[config.mk]
export PLATFORM = sky130hd
export DESIGN_NAME = ohist_ctrl
export DESIGN_NICKNAME = d
export VERILOG_FILES = /design/src/rtl/ohist_pkg.sv /design/src/rtl/ohist_ctrl.sv
export SDC_FILE = /design/constraint.sdc
export NUM_CORES = 1
export LEC_CHECK = 0
export BUFFER_PORTS_ARGS = -buffer_cell sky130_fd_sc_hd__buf_2
export CAP_MARGIN = 20
export CELL_PAD_IN_SITES_DETAIL_PLACEMENT = 1
export CELL_PAD_IN_SITES_GLOBAL_PLACEMENT = 1
export CORE_MARGIN = 2
export CORE_UTILIZATION = 40
export DETAILED_ROUTE_END_ITERATION = 16
export GPL_ROUTABILITY_DRIVEN = 0
export PLACE_DENSITY_LB_ADDON = 0.25
export SLEW_MARGIN = 20
export SYNTH_ARGS = -nofsm -noshare
export SYNTH_HDL_FRONTEND = slang
export SYNTH_SLANG_ARGS = --single-unit
[constraint.sdc]
create_clock -name clk_i -period 2.55 [get_ports clk_i]
set_input_delay 0.51 -clock clk_i [delete_from_list [all_inputs] [get_ports clk_i]]
set_output_delay 0.51 -clock clk_i [all_outputs]
set_load 0.005 [all_outputs]
[src/rtl/ohist_pkg.sv]
// Shared types and constants of the overlapping-bin weighted histogram.
// Used by ohist_div, ohist_dp, ohist_ctrl and the top level; depends on nothing.
`timescale 1ns / 1ps
`default_nettype none

package ohist_pkg;

  // Sizes of the block.
  localparam int NUM_BINS    = 64;
  localparam int MAX_SAMPLES = 64;

  // Field widths.
  localparam int VAL_W       = 20;   // signed Q4.16 values
  localparam int WT_W        = 24;   // unsigned Q8.16 weights
  localparam int ACC_W       = 32;   // bin sums and set total
  localparam int DIVR_W      = 13;   // width divisor register
  localparam int BIN_IDX_W   = 6;    // bin number port
  localparam int FRAC_W      = 17;   // Q0.16 fraction with room for one
  localparam int FRAC_SHIFT  = 16;
  localparam int CFG_IDX_W   = 2;
  localparam int CFG_DATA_W  = VAL_W;

  // Internal widths.
  localparam int POS_W       = VAL_W + 1;           // starts, width, step
  localparam int CMP_W       = POS_W + 2;           // edge compares and center sum
  localparam int CTR_W       = CMP_W - 1;           // center before saturation
  localparam int NUM_W       = ACC_W + FRAC_SHIFT + 1;
  localparam int CNT_W       = (MAX_SAMPLES > 1) ? $clog2(MAX_SAMPLES) : 1;
  localparam int DIV_W       = 32;
  localparam int DIV_STEPS_W = 6;

  // The start spacing divides a 20-bit magnitude by NUM_BINS - 1 through a
  // multiplication with the rounded-up reciprocal; with a 26-bit shift the
  // truncated product equals the quotient for every such magnitude.
  localparam int STEP_SHIFT   = 26;
  localparam int STEP_RECIP_W = STEP_SHIFT + 1;
  localparam logic [STEP_RECIP_W-1:0] STEP_RECIP =
    STEP_RECIP_W'((2 ** STEP_SHIFT + NUM_BINS - 2) / (NUM_BINS - 1));

  localparam logic [POS_W-1:0] EDGE_WIDEN = POS_W'(7);
  localparam logic [FRAC_W-1:0] FRAC_ONE  = FRAC_W'(65536);
  localparam logic signed [CTR_W-1:0] CTR_MIN = CTR_W'(-(2 ** (VAL_W - 1)));
  localparam logic signed [CTR_W-1:0] CTR_MAX = CTR_W'(2 ** (VAL_W - 1) - 1);

  // Register indexes.
  localparam logic [CFG_IDX_W-1:0] REG_RANGE_LOW  = 2'd0;
  localparam logic [CFG_IDX_W-1:0] REG_RANGE_HIGH = 2'd1;
  localparam logic [CFG_IDX_W-1:0] REG_WIDTH_DIV  = 2'd2;

  // Register reset values.
  localparam logic [VAL_W-1:0]  RANGE_LOW_RST  = VAL_W'(0);
  localparam logic [VAL_W-1:0]  RANGE_HIGH_RST = VAL_W'(72090);
  localparam logic [DIVR_W-1:0] WIDTH_DIV_RST  = DIVR_W'(10);

  // Operand set for the shared divider.
  typedef enum logic [1:0] {
    DIV_SEL_WIDTH,
    DIV_SEL_FRAC
  } div_sel_e;

  // Commands from the controller to the datapath.
  typedef struct packed {
    logic                 accum;
    logic                 div_start;
    div_sel_e             div_sel;
    logic                 cap_width;
    logic                 cap_step;
    logic                 fill_reset;
    logic                 fill_shift;
    logic                 out_load;
    logic                 last_load;
    logic [BIN_IDX_W-1:0] bin_idx;
  } cmd_t;

  // Status from the datapath to the controller.
  typedef struct packed {
    logic div_done;
    logic out_free;
  } sts_t;

endpackage

`default_nettype wire

[src/rtl/ohist_ctrl.sv]
// Controller: bin table rebuild, sample intake and per-bin readout sequencing.
// Depends on ohist_pkg for the command and status structs.
`timescale 1ns / 1ps
`default_nettype none

module ohist_ctrl (
  input  logic            clk_i,
  input  logic            rst_ni,
  input  logic            cfg_we_i,
  input  logic            in_valid_i,
  input  logic            last_sample_i,
  output logic            in_ready_o,
  input  ohist_pkg::sts_t sts_i,
  output ohist_pkg::cmd_t cmd_o
);

  localparam logic [3:0] ST_WIDTH_GO  = 4'd0;
  localparam logic [3:0] ST_WIDTH_RUN = 4'd1;
  localparam logic [3:0] ST_STEP      = 4'd2;
  localparam logic [3:0] ST_FILL      = 4'd4;
  localparam logic [3:0] ST_IDLE      = 4'd5;
  localparam logic [3:0] ST_FRAC_GO   = 4'd6;
  localparam logic [3:0] ST_FRAC_RUN  = 4'd7;
  localparam logic [3:0] ST_FRAC_HOLD = 4'd8;

  localparam logic [ohist_pkg::BIN_IDX_W-1:0] LAST_BIN =
    ohist_pkg::BIN_IDX_W'(ohist_pkg::NUM_BINS - 1);
  localparam logic [ohist_pkg::CNT_W-1:0] LAST_CNT =
    ohist_pkg::CNT_W'(ohist_pkg::MAX_SAMPLES - 1);

  logic [3:0]                        state_q, state_d;
  logic [ohist_pkg::BIN_IDX_W-1:0]   bin_q, bin_d;
  logic [ohist_pkg::CNT_W-1:0]       cnt_q, cnt_d;
  logic                              ready;

  always_comb begin
    state_d = state_q;
    bin_d   = bin_q;
    cnt_d   = cnt_q;
    ready   = 1'b0;
    cmd_o   = '0;
    cmd_o.div_sel = ohist_pkg::DIV_SEL_FRAC;
    cmd_o.bin_idx = bin_q;

    case (state_q)
      ST_WIDTH_GO: begin
        cmd_o.div_start = 1'b1;
        cmd_o.div_sel   = ohist_pkg::DIV_SEL_WIDTH;
        state_d         = ST_WIDTH_RUN;
      end
      ST_WIDTH_RUN: begin
        cmd_o.div_sel = ohist_pkg::DIV_SEL_WIDTH;
        if (sts_i.div_done) begin
          cmd_o.cap_width = 1'b1;
          state_d         = ST_STEP;
        end
      end
      ST_STEP: begin
        cmd_o.cap_step   = 1'b1;
        cmd_o.fill_reset = 1'b1;
        bin_d            = '0;
        state_d          = ST_FILL;
      end
      ST_FILL: begin
        cmd_o.fill_shift = 1'b1;
        if (bin_q == LAST_BIN) begin
          bin_d   = '0;
          state_d = ST_IDLE;
        end else begin
          bin_d = bin_q + 1'b1;
        end
      end
      ST_IDLE: begin
        ready = 1'b1;
        if (in_valid_i) begin
          cmd_o.accum = 1'b1;
          if (last_sample_i || (cnt_q == LAST_CNT)) begin
            cnt_d   = '0;
            bin_d   = '0;
            state_d = ST_FRAC_GO;
          end else begin
            cnt_d = cnt_q + 1'b1;
          end
        end
      end
      ST_FRAC_GO: begin
        cmd_o.div_start = 1'b1;
        state_d         = ST_FRAC_RUN;
      end
      ST_FRAC_RUN: begin
        if (sts_i.div_done) begin
          state_d = ST_FRAC_HOLD;
        end
      end
      ST_FRAC_HOLD: begin
        if (sts_i.out_free) begin
          cmd_o.out_load = 1'b1;
          if (bin_q == LAST_BIN) begin
            cmd_o.last_load = 1'b1;
            bin_d           = '0;
            state_d         = ST_IDLE;
          end else begin
            bin_d   = bin_q + 1'b1;
            state_d = ST_FRAC_GO;
          end
        end
      end
      default: begin
        state_d = ST_WIDTH_GO;
      end
    endcase

    // Any register write rebuilds the bin table from the start.
    if (cfg_we_i) begin
      state_d = ST_WIDTH_GO;
      bin_d   = '0;
    end
  end

  always_ff @(posedge clk_i or negedge rst_ni) begin
    if (!rst_ni) begin
      state_q <= ST_WIDTH_GO;
      bin_q   <= '0;
      cnt_q   <= '0;
    end else begin
      state_q <= state_d;
      bin_q   <= bin_d;
      cnt_q   <= cnt_d;
    end
  end

  assign in_ready_o = ready;

endmodule

`default_nettype wire

# After elaboration in Yosys (flattened, before gate mapping)
# Cells that the tools add are included.
# word_totals
reg_bits,16
latch_bits,0
ram_bits,0
mem_bits_ro,0
in_bits,7
output_inout_bits,17
wordCells,56
memories,0
# classes
add_sub_neg,2
n_mul,0
n_div,0
order_cmp,0
eq_ne,15
n_shift,0
mux,28
n_bitwise,0
reduce_logical,8
# ops
cell,n
$mux W6,6
$pmux W4 S8,1
$mux W4,7
$pmux W6 S4,1
$ne A3 B3 Y1 const B,6
$eq A4 B3 Y1 const B,4
$add A6 B1 Y6 const B,2
$eq A6 B6 Y1 const B,2
$mux W1,9
$mux W2,4
$reduce_and A6 Y1,1
$reduce_bool A5 Y1,1
$eq A4 B1 Y1 const B,1
$eq A4 B2 Y1 const B,1
$eq A4 B4 Y1 const B,1
$logic_not A4 Y1,1
$reduce_and A4 Y1,1
$reduce_or A2 Y1,2
$reduce_and A2 Y1,1
$logic_or A1 B1 Y1,1

# Logic depth before layout (Yosys ltp)
# Gate-level depths: netlist of the first run.
# logic_depth
depth_word,6
mapped_depth,7
mapped_depth_nobuf,6

# Worst setup path after synthesis of the first run
# OpenSTA, ideal clock, no wires.
# synth_timing
path_kind,register to register
from,register cnt_q[0] (netlist bit)
to,register state_q[2]
setup_time_ps,128
arrival_time_ps,1728
t_required_ps,2422
setup_slack_ps,694
path_stages_with_launch,7
n_path_buf,0
synth_period_minus_slack_ps,1856
cell_sequence,dfrtp_1 -> ha_1 -> and3_1 -> a31oi_1 -> o21ai_1 -> o21ai_2 -> mux2_1
# synth_between
elab_chain_cells,4
# synth_lines
element,line,text
from (decl),ohist_ctrl.sv:33,"logic [ohist_pkg::CNT_W-1:0] cnt_q, cnt_d;"
from (signal assigned),ohist_ctrl.sv:128,cnt_q <= cnt_d;
$eq A6 B6 Y1,ohist_ctrl.sv:77,if (last_sample_i || (cnt_q == LAST_CNT)) begin
$logic_or A1 B1 Y1,ohist_ctrl.sv:77,
$ne A3 B3 Y1 (no line),--,
$reduce_and A6 Y1 (no line),--,
to (signal assigned),ohist_ctrl.sv:126,state_q <= state_d;
to (decl),ohist_ctrl.sv:31,"logic [3:0] state_q, state_d;"
# Every way passes these cells.
# A chain may end at the register's enable or synchronous reset.

==> implementation parameters, run 1 <==
Parameter                              Value

Clock tree
  Worst-skew pair later-pin latency    between 0.2 and 0.3 ns
  Sinks on the clock net    16
  Number of gates resized after CTS    0
  CTS tree    yes
  Number of buffers inserted for hold repair after clock tree synthesis    0
  Number of buffers added for setup after CTS    0
  Clk buf depth    2
  CTS root buf    sky130_fd_sc_hd__clkbuf_4
  Maximum level of the CTS H-tree    1
  Num CTS Buffers    3
  Register clock-pin slew on the reported worst setup and hold paths    roughly 0.10 ns

Flow run
  Max-cap violations    0

Floorplanning
  DIE AREA    approximately 3200 sq um
  Initial core utilization    ~43%
  Chip height    about 56 um
  Width of the die    56.38 um
  I/O pin count    24
  Placeable Area    between 2000 and 3000 sq um
  Placement row count    18

Finish
  Final net count    151
  Commonest non-fill, non-tap cells in the layout    sky130_fd_sc_hd__buf_2 (22), sky130_fd_sc_hd__dfrtp_1 (15), sky130_fd_sc_hd__nand2_1 (11)
  Number of diodes    0
  Most common library cell in the layout ignoring fill and taps    sky130_fd_sc_hd__buf_2
  Area added between synthesis and finish    13.00%
  Layout cells sized above 1    around 24%
  FILL cells    319

Synthesis
  Post-synth ARST share    100.0%
  Sequential share of the synthesized area    ~36%
  Most used DFF post-synth    sky130_fd_sc_hd__dfrtp_1
  Post-synthesis instance area    between 1000 and 1500 sq um
  Number of unique standard cell types used by synthesis    42
  Number of flip-flops and latches in the synthesized netlist    16
  Mean instance size in the synthesized netlist    8.994 sq um
  Syn_nets    about 130
  Number of instances in the synthesized netlist    122
  Number of warnings printed during yosys synthesis    0
  EDFF count, synth    0

Worst setup path
  Stage delay of the slowest cell on the critical path    roughly 0.5 ns
  Worst-path fanout max    11
  CP Capture Type    output pin
  Endpoint of the most critical setup path    cmd_o[6]
  Data required, critical path    2.04 ns
  Setup slack of the most critical reg-to-reg path    0.39 ns
  Buffering stage count on the worst path with inverters included    1
  Worst reg2reg startpoint    cnt_q[0]
  Number of logic stages on the critical path including buffering    4
  Worst setup path startpoint    state_q[2]
  Largest delay contributor family on the critical path    simple AND/OR/NAND/NOR gates
  Worst setup path class    reg -> out
  RR Endpoint    state_q[2]
  Slowest stage cell on the critical path    sky130_fd_sc_hd__dfrtp_1
  Worst EP arrival    1.80 ns
  Category of the worst setup path launch point    flop
  Cell breakdown of the critical path    nand2b_1, nor4b_2, nor2b_1, buf_2
  Worst-case reg-to-reg path depth    6

Power
  Maximum ir drop on the vdd rail    ~0.00038 V
  Power density over the cells    672.8 nW/um^2
  Clk network pwr share    between 20 and 25%
  Static Leak    just under 0.0006 uW
  Internal power summed over all cells    just over 500 uW
  Net switching fraction of the power    38.28%
  Sequential power share    a little over two fifths
  Net switching power figure    approximately 320 uW
  Proportion of power drawn by combinational gates    between 30 and 40%

Timing
  Number of max-slew violations in the final report    0
  Final TNS setup    0 ns
  Final setup skew    0.003099 ns
  Crit path time final    between 2 and 2.5 ns
  Post-route worst setup slack    about 0.24 ns
  Final number of setup-violating endpoints    0
  Peak Freq    between 400 and 500 MHz
  Setup repair after global routing missed its margin    false
  Portion of the clock cycle consumed by the worst path in the final layout    90.71%
  Final number of hold-violating endpoints    0

Drt
  Via-to-Cell Ratio    roughly 5.7
  DRC violations left    0
  Avg WL per Cell    15.30 um
  Total iterations of the first detailed-routing run    4
  Total Routed Length    ~2.6 mm
  Post-DRT Antenna Nets    0
  Detailed Route Iter0 Violations    15
  Total vias in the final route    a little under 1,000

Global routing
  Number of antenna violations at the first check in global routing    0
  Wire length of the first global-routing pass    roughly 4.6 mm
  Pin count of the biggest net entering global routing    17
  Global-route usage over all layers    18.02%
  Total congestion overflow after global routing    0
  Vias in the first global route    just under 1,000

Place
  Post-DP HPWL    between 2 and 2.5 mm
  Minimum setup slack after placement    ~0.36 ns
  Count of buffers inserted at the top-level ports    22

Worst hold path
  Worst min-delay path category    in -> async

Outcome
  Run status    complete, no violations
==> routing by layer <==
layer | vias up | share of wire [%] | track usage (%)
met5 | - | 0 | 0
met4 | 0 | 0.57 | 4.082
met3 | 2 | 4.1 | 3.226
met2 | 18 | 51 | 30.92
met1 | 481 | 44 | 23.56
li1 | 479 | - | -
==> layout make-up <==
| cell class | count | area, sq um | share of cell area (%) |
|---|---|---|---|
| multi-input cells | 92 | 628.1 | 50.66 |
| flip-flops and latches | 16 | 401.6 | 32.39 |
| repair buffers | 22 | 110.1 | 8.880 |
| well taps | 30 | 37.54 | 3.027 |
| clock buffers | 4 | 36.28 | 2.926 |
| inverters | 7 | 26.28 | 2.119 |
==> registers in the layout (all words and copies together) (netlist names) <==
signal / cells
cnt_q: 6
bin_q: 6
state_q: 4
==> synth_stat cells (2+ instances only) <==
cell | instances | area share, %
sky130_fd_sc_hd__mux2i_1 | 4 | 3.6
sky130_fd_sc_hd__ha_1 | 2 | 2.3
sky130_fd_sc_hd__nand3b_1 | 2 | 1.4
sky130_fd_sc_hd__a31oi_1 | 5 | 2.9
sky130_fd_sc_hd__or3_1 | 2 | 1.1
sky130_fd_sc_hd__o21ai_0 | 8 | 3.6
sky130_fd_sc_hd__nand2_1 | 11 | 3.8
sky130_fd_sc_hd__nor3_1 | 5 | 2.3
sky130_fd_sc_hd__nor4_1 | 2 | 1.1
sky130_fd_sc_hd__o21ai_1 | 2 | 0.91
sky130_fd_sc_hd__and3_1 | 3 | 1.7
sky130_fd_sc_hd__nor4b_2 | 2 | 2.7
sky130_fd_sc_hd__inv_1 | 7 | 2.4
sky130_fd_sc_hd__dfrtp_1 | 16 | 36
sky130_fd_sc_hd__buf_2 | 4 | 1.8
sky130_fd_sc_hd__nand2b_1 | 3 | 1.7
sky130_fd_sc_hd__buf_4 | 3 | 2.1
sky130_fd_sc_hd__nor2_1 | 8 | 2.7
sky130_fd_sc_hd__a21o_1 | 3 | 2.1
sky130_fd_sc_hd__or2b_1 | 2 | 1.4
sky130_fd_sc_hd__a21oi_1 | 4 | 1.8
sky130_fd_sc_hd__nand3_1 | 4 | 1.8
==> power groups by stage <==
stage	sequential (uW)	combinational [uW]	clock [uW]
floorplan	314	273	0
global placement	363	299	0
detailed placement	369	304	0
CTS	364	304	182
global route	376	339	198
finish	363	298	173
==> logic make-up after synthesis <==
family          Yosys count  synth area share [%]
simple gates             50                 27.25
mux                       5                 4.675
fa+ha+maj                 2                 2.280
other cells               1                0.3417
buf+inv                  14                 6.272
compound gates           32                 21.10
flops                    16                 36.49
xor+xnor                  2                 1.597
==> worst min path at each step <==
| stage | startpoint | end | cells past startpoint | slack [ns] |
|---|---|---|---|---|
| floorplan | rst_ni | bin_q[0] | 0 | 0.21 |
| global placement | rst_ni | cnt_q[1] | 1 | 0.45 |
| CTS | rst_ni | cnt_q[4] | 1 | 0.13 |
| detailed placement | rst_ni | cnt_q[1] | 1 | 0.45 |
| global route | rst_ni | bin_q[1] | 1 | 0.12 |
| finish | rst_ni | cnt_q[1] | 1 | 0.13 |
==> per-stage QoR <==
stage	utilization [%]	hold slack, ns	std cells	power [uW]	cell area (sq um)
final	48.72	0.1256	171	834.3	1240
after global placement	47.25	0.4493	167	662.1	1202
after floorplan	-	0.2144	122	587.0	1097
after CTS	48.67	0.1283	171	850.6	1239
after detailed placement	47.25	0.4535	167	672.9	1202
after global routing	48.72	0.1193	171	912.2	1240
(Power assumes the default switching activity.)
==> run 2, diff against run 1 <==
--- a/config.mk
+++ b/config.mk
@@ -13,7 +13,8 @@
 export CORE_UTILIZATION = 40
 export DETAILED_ROUTE_END_ITERATION = 16
 export GPL_ROUTABILITY_DRIVEN = 0
-export PLACE_DENSITY_LB_ADDON = 0.25
+export PLACE_DENSITY = 0.86
+export SKIP_CTS_REPAIR_TIMING = 1
 export SLEW_MARGIN = 20
 export SYNTH_ARGS = -nofsm -noshare
 export SYNTH_HDL_FRONTEND = slang
==> run 2 against run 1 <==
Compared with the run above: flip-flop and latch count unchanged; via count up 2.1%; count of clock-buffer cells in the layout unchanged; non-clock buffer count increased by 1; critical path type unchanged.
==> implementation parameters, run 2 (synthesis results as in run 1) <==
Parameter                              Value

Timing
  Number of max-slew violations in the final report    0 (unchanged)
  Portion of the clock cycle consumed by the worst path in the final layout    91.49% (was 90.71%)
  Final TNS setup    0 ns (unchanged)
  Final number of setup-violating endpoints    0 (unchanged)
  Peak Freq    428.6 MHz (was 432.3 MHz)
  Setup repair after global routing missed its margin    false (unchanged)
  Post-route worst setup slack    0.2169 ns (was 0.2369 ns)
  Final number of hold-violating endpoints    0 (unchanged)
  Crit path time final    2.333 ns (was 2.313 ns)
  Final setup skew    0.009208 ns (was 0.003099 ns)

Power
  Power, Total    857.8 uW (was 834.3 uW)
  Maximum ir drop on the vdd rail    0.0003843 V (was 0.0003809 V)
  Power density over the cells    687.6 nW/um^2 (was 672.8 nW/um^2)
  Static Leak    0.0005814 uW (was 0.0005761 uW)

Drt
  Met3 wire length    99 um (was 106 um)
  Top routing layer used    met4 (unchanged)
  Detailed Route Iter0 Violations    23 (was 15)
  Via-to-Cell Ratio    5.820 (was 5.731)
  Post-DRT Antenna Nets    0 (unchanged)
  Avg WL per Cell    16.31 um (was 15.30 um)
  Total vias in the final route    1,001 (was 980)
  DRC violations left    0 (unchanged)
  Met2 wire length    1.462 mm (was 1.331 mm)
  Total Routed Length    2.806 mm (was 2.616 mm)
  Met1 wire length    1.231 mm (was 1.162 mm)
  Total iterations of the first detailed-routing run    3 (was 4)

Flow run
  Max-cap violations    0 (unchanged)

Clock tree
  CTS root buf    sky130_fd_sc_hd__clkbuf_4 (unchanged)
  Worst-skew pair later-pin latency    0.30 ns (was 0.28 ns)
  Sinks on the clock net    16 (unchanged)
  Num CTS Buffers    3 (unchanged)
  Maximum level of the CTS H-tree    1 (unchanged)
  Clk buf depth    2 (unchanged)
  CTS tree    yes (unchanged)
  Register clock-pin slew on the reported worst setup and hold paths    0.10 ns (about the same)

Floorplanning
  Chip height    56.38 um (unchanged)
  Placeable Area    2545 sq um (unchanged)
  DIE AREA    3178 sq um (unchanged)
  Initial core utilization    43.12% (unchanged)
  Placement row count    18 (unchanged)
  Width of the die    56.38 um (unchanged)
  I/O pin count    24 (unchanged)

Worst setup path
  Cell breakdown of the critical path    nand2b_1, nor4b_2, nor2b_1, buf_2 (unchanged)
  Worst setup path class    reg -> out (unchanged)
  Stage delay of the slowest cell on the critical path    0.54 ns (was 0.51 ns)
  Setup slack of the most critical reg-to-reg path    0.40 ns (was 0.39 ns)
  Slowest stage cell on the critical path    sky130_fd_sc_hd__dfrtp_1 (unchanged)
  Category of the worst setup path launch point    flop (unchanged)
  CP Capture Type    output pin (unchanged)
  Worst-path fanout max    11 (unchanged)
  RR Endpoint    state_q[2] (unchanged)
  Worst-case reg-to-reg path depth    6 (unchanged)
  Data required, critical path    2.04 ns (about the same)
  Worst EP arrival    1.82 ns (was 1.80 ns)
  Worst setup path startpoint    state_q[2] (unchanged)
  Worst reg2reg startpoint    cnt_q[0] (unchanged)

Place
  Minimum setup slack after placement    0.4326 ns (was 0.3643 ns)
  Count of buffers inserted at the top-level ports    22 (unchanged)
  Post-DP HPWL    2.143 mm (was 2.053 mm)

Global routing
  Pin count of the biggest net entering global routing    17 (unchanged)
  Global-route usage over all layers    19.25% (was 18.02%)
  Total congestion overflow after global routing    0 (unchanged)
  Wire length of the first global-routing pass    4.788 mm (was 4.595 mm)
  Number of antenna violations at the first check in global routing    0 (unchanged)
  Vias in the first global route    998 (was 973)

Finish
  Most common library cell in the layout ignoring fill and taps    sky130_fd_sc_hd__buf_2 (unchanged)
  Largest registers    bin_q x6, cnt_q x6, state_q x4 (unchanged)
  Area added between synthesis and finish    13.68% (was 13.00%)
  Commonest non-fill, non-tap cells in the layout    sky130_fd_sc_hd__buf_2 (22), sky130_fd_sc_hd__dfrtp_1 (15), sky130_fd_sc_hd__nand2_1 (11) (unchanged)
  Number of diodes    0 (unchanged)
  Layout cells sized above 1    24.65% (was 24.11%)
  Final net count    152 (was 151)

Outcome
  Run status    complete, no violations (unchanged)

Worst hold path
  Worst min-delay path category    in -> async (unchanged)
[run 2: changes by cell type in the layout (fill, tap and decap cells not counted), sizes merged]
| cell | previous run | this run |
|---|---|---|
| buf | 22 | 23 |
[run 2: worst max path at each step]
stage                 endpoint  cells after the start
floorplan           state_q[2]                      6
global placement    state_q[2]                      6
detailed placement  state_q[2]                      6
CTS                   cmd_o[6]                      4
global route          cmd_o[6]                      4
finish                cmd_o[6]                      4
[run 2: area by class of cell]
cell class | count | area [sq um]
clock buffers | 4 | 36.28
fillers | 315 | 1297
inverters | 7 | 26.28
multi-input cells | 92 | 628.1
flip-flops and latches | 16 | 401.6
well taps | 30 | 37.54
repair buffers | 23 | 117.6
[run 2: worst max-delay path: cells and delay by family, from the launching register on]
kind	cells	cell delay (ns)
AND/OR/NAND/NOR	3	0.86
flip-flops	1	0.54
buffers and inverters	1	0.12
[run 2: report_power, final]
part / internal, uW / switching [uW]
logic: 152 / 184
registers: 285 / 64.2
clock network: 87.2 / 86.4
total: 524 / 334
[run 2: stage by stage]
step / instance area (sq um) / hold WS (ns) / std cells / util [%]
final: 1247 / 0.09820 / 172 / 49.02
after CTS: 1246 / 0.1102 / 172 / 48.97
after floorplan: 1097 / 0.2144 / 122 / -
after detailed placement: 1210 / 0.4412 / 168 / 47.54
after global routing: 1247 / 0.1128 / 172 / 49.02
after global placement: 1210 / 0.4426 / 168 / 47.54
[run 2: per-layer routing]
| layer | global-route usage (%) | vias to the layer above |
|---|---|---|
| met4 | 3.061 | 0 |
| met2 | 33.78 | 20 |
| met5 | 0 | - |
| met1 | 24.27 | 486 |
| li1 | - | 492 |
| met3 | 4.839 | 3 |
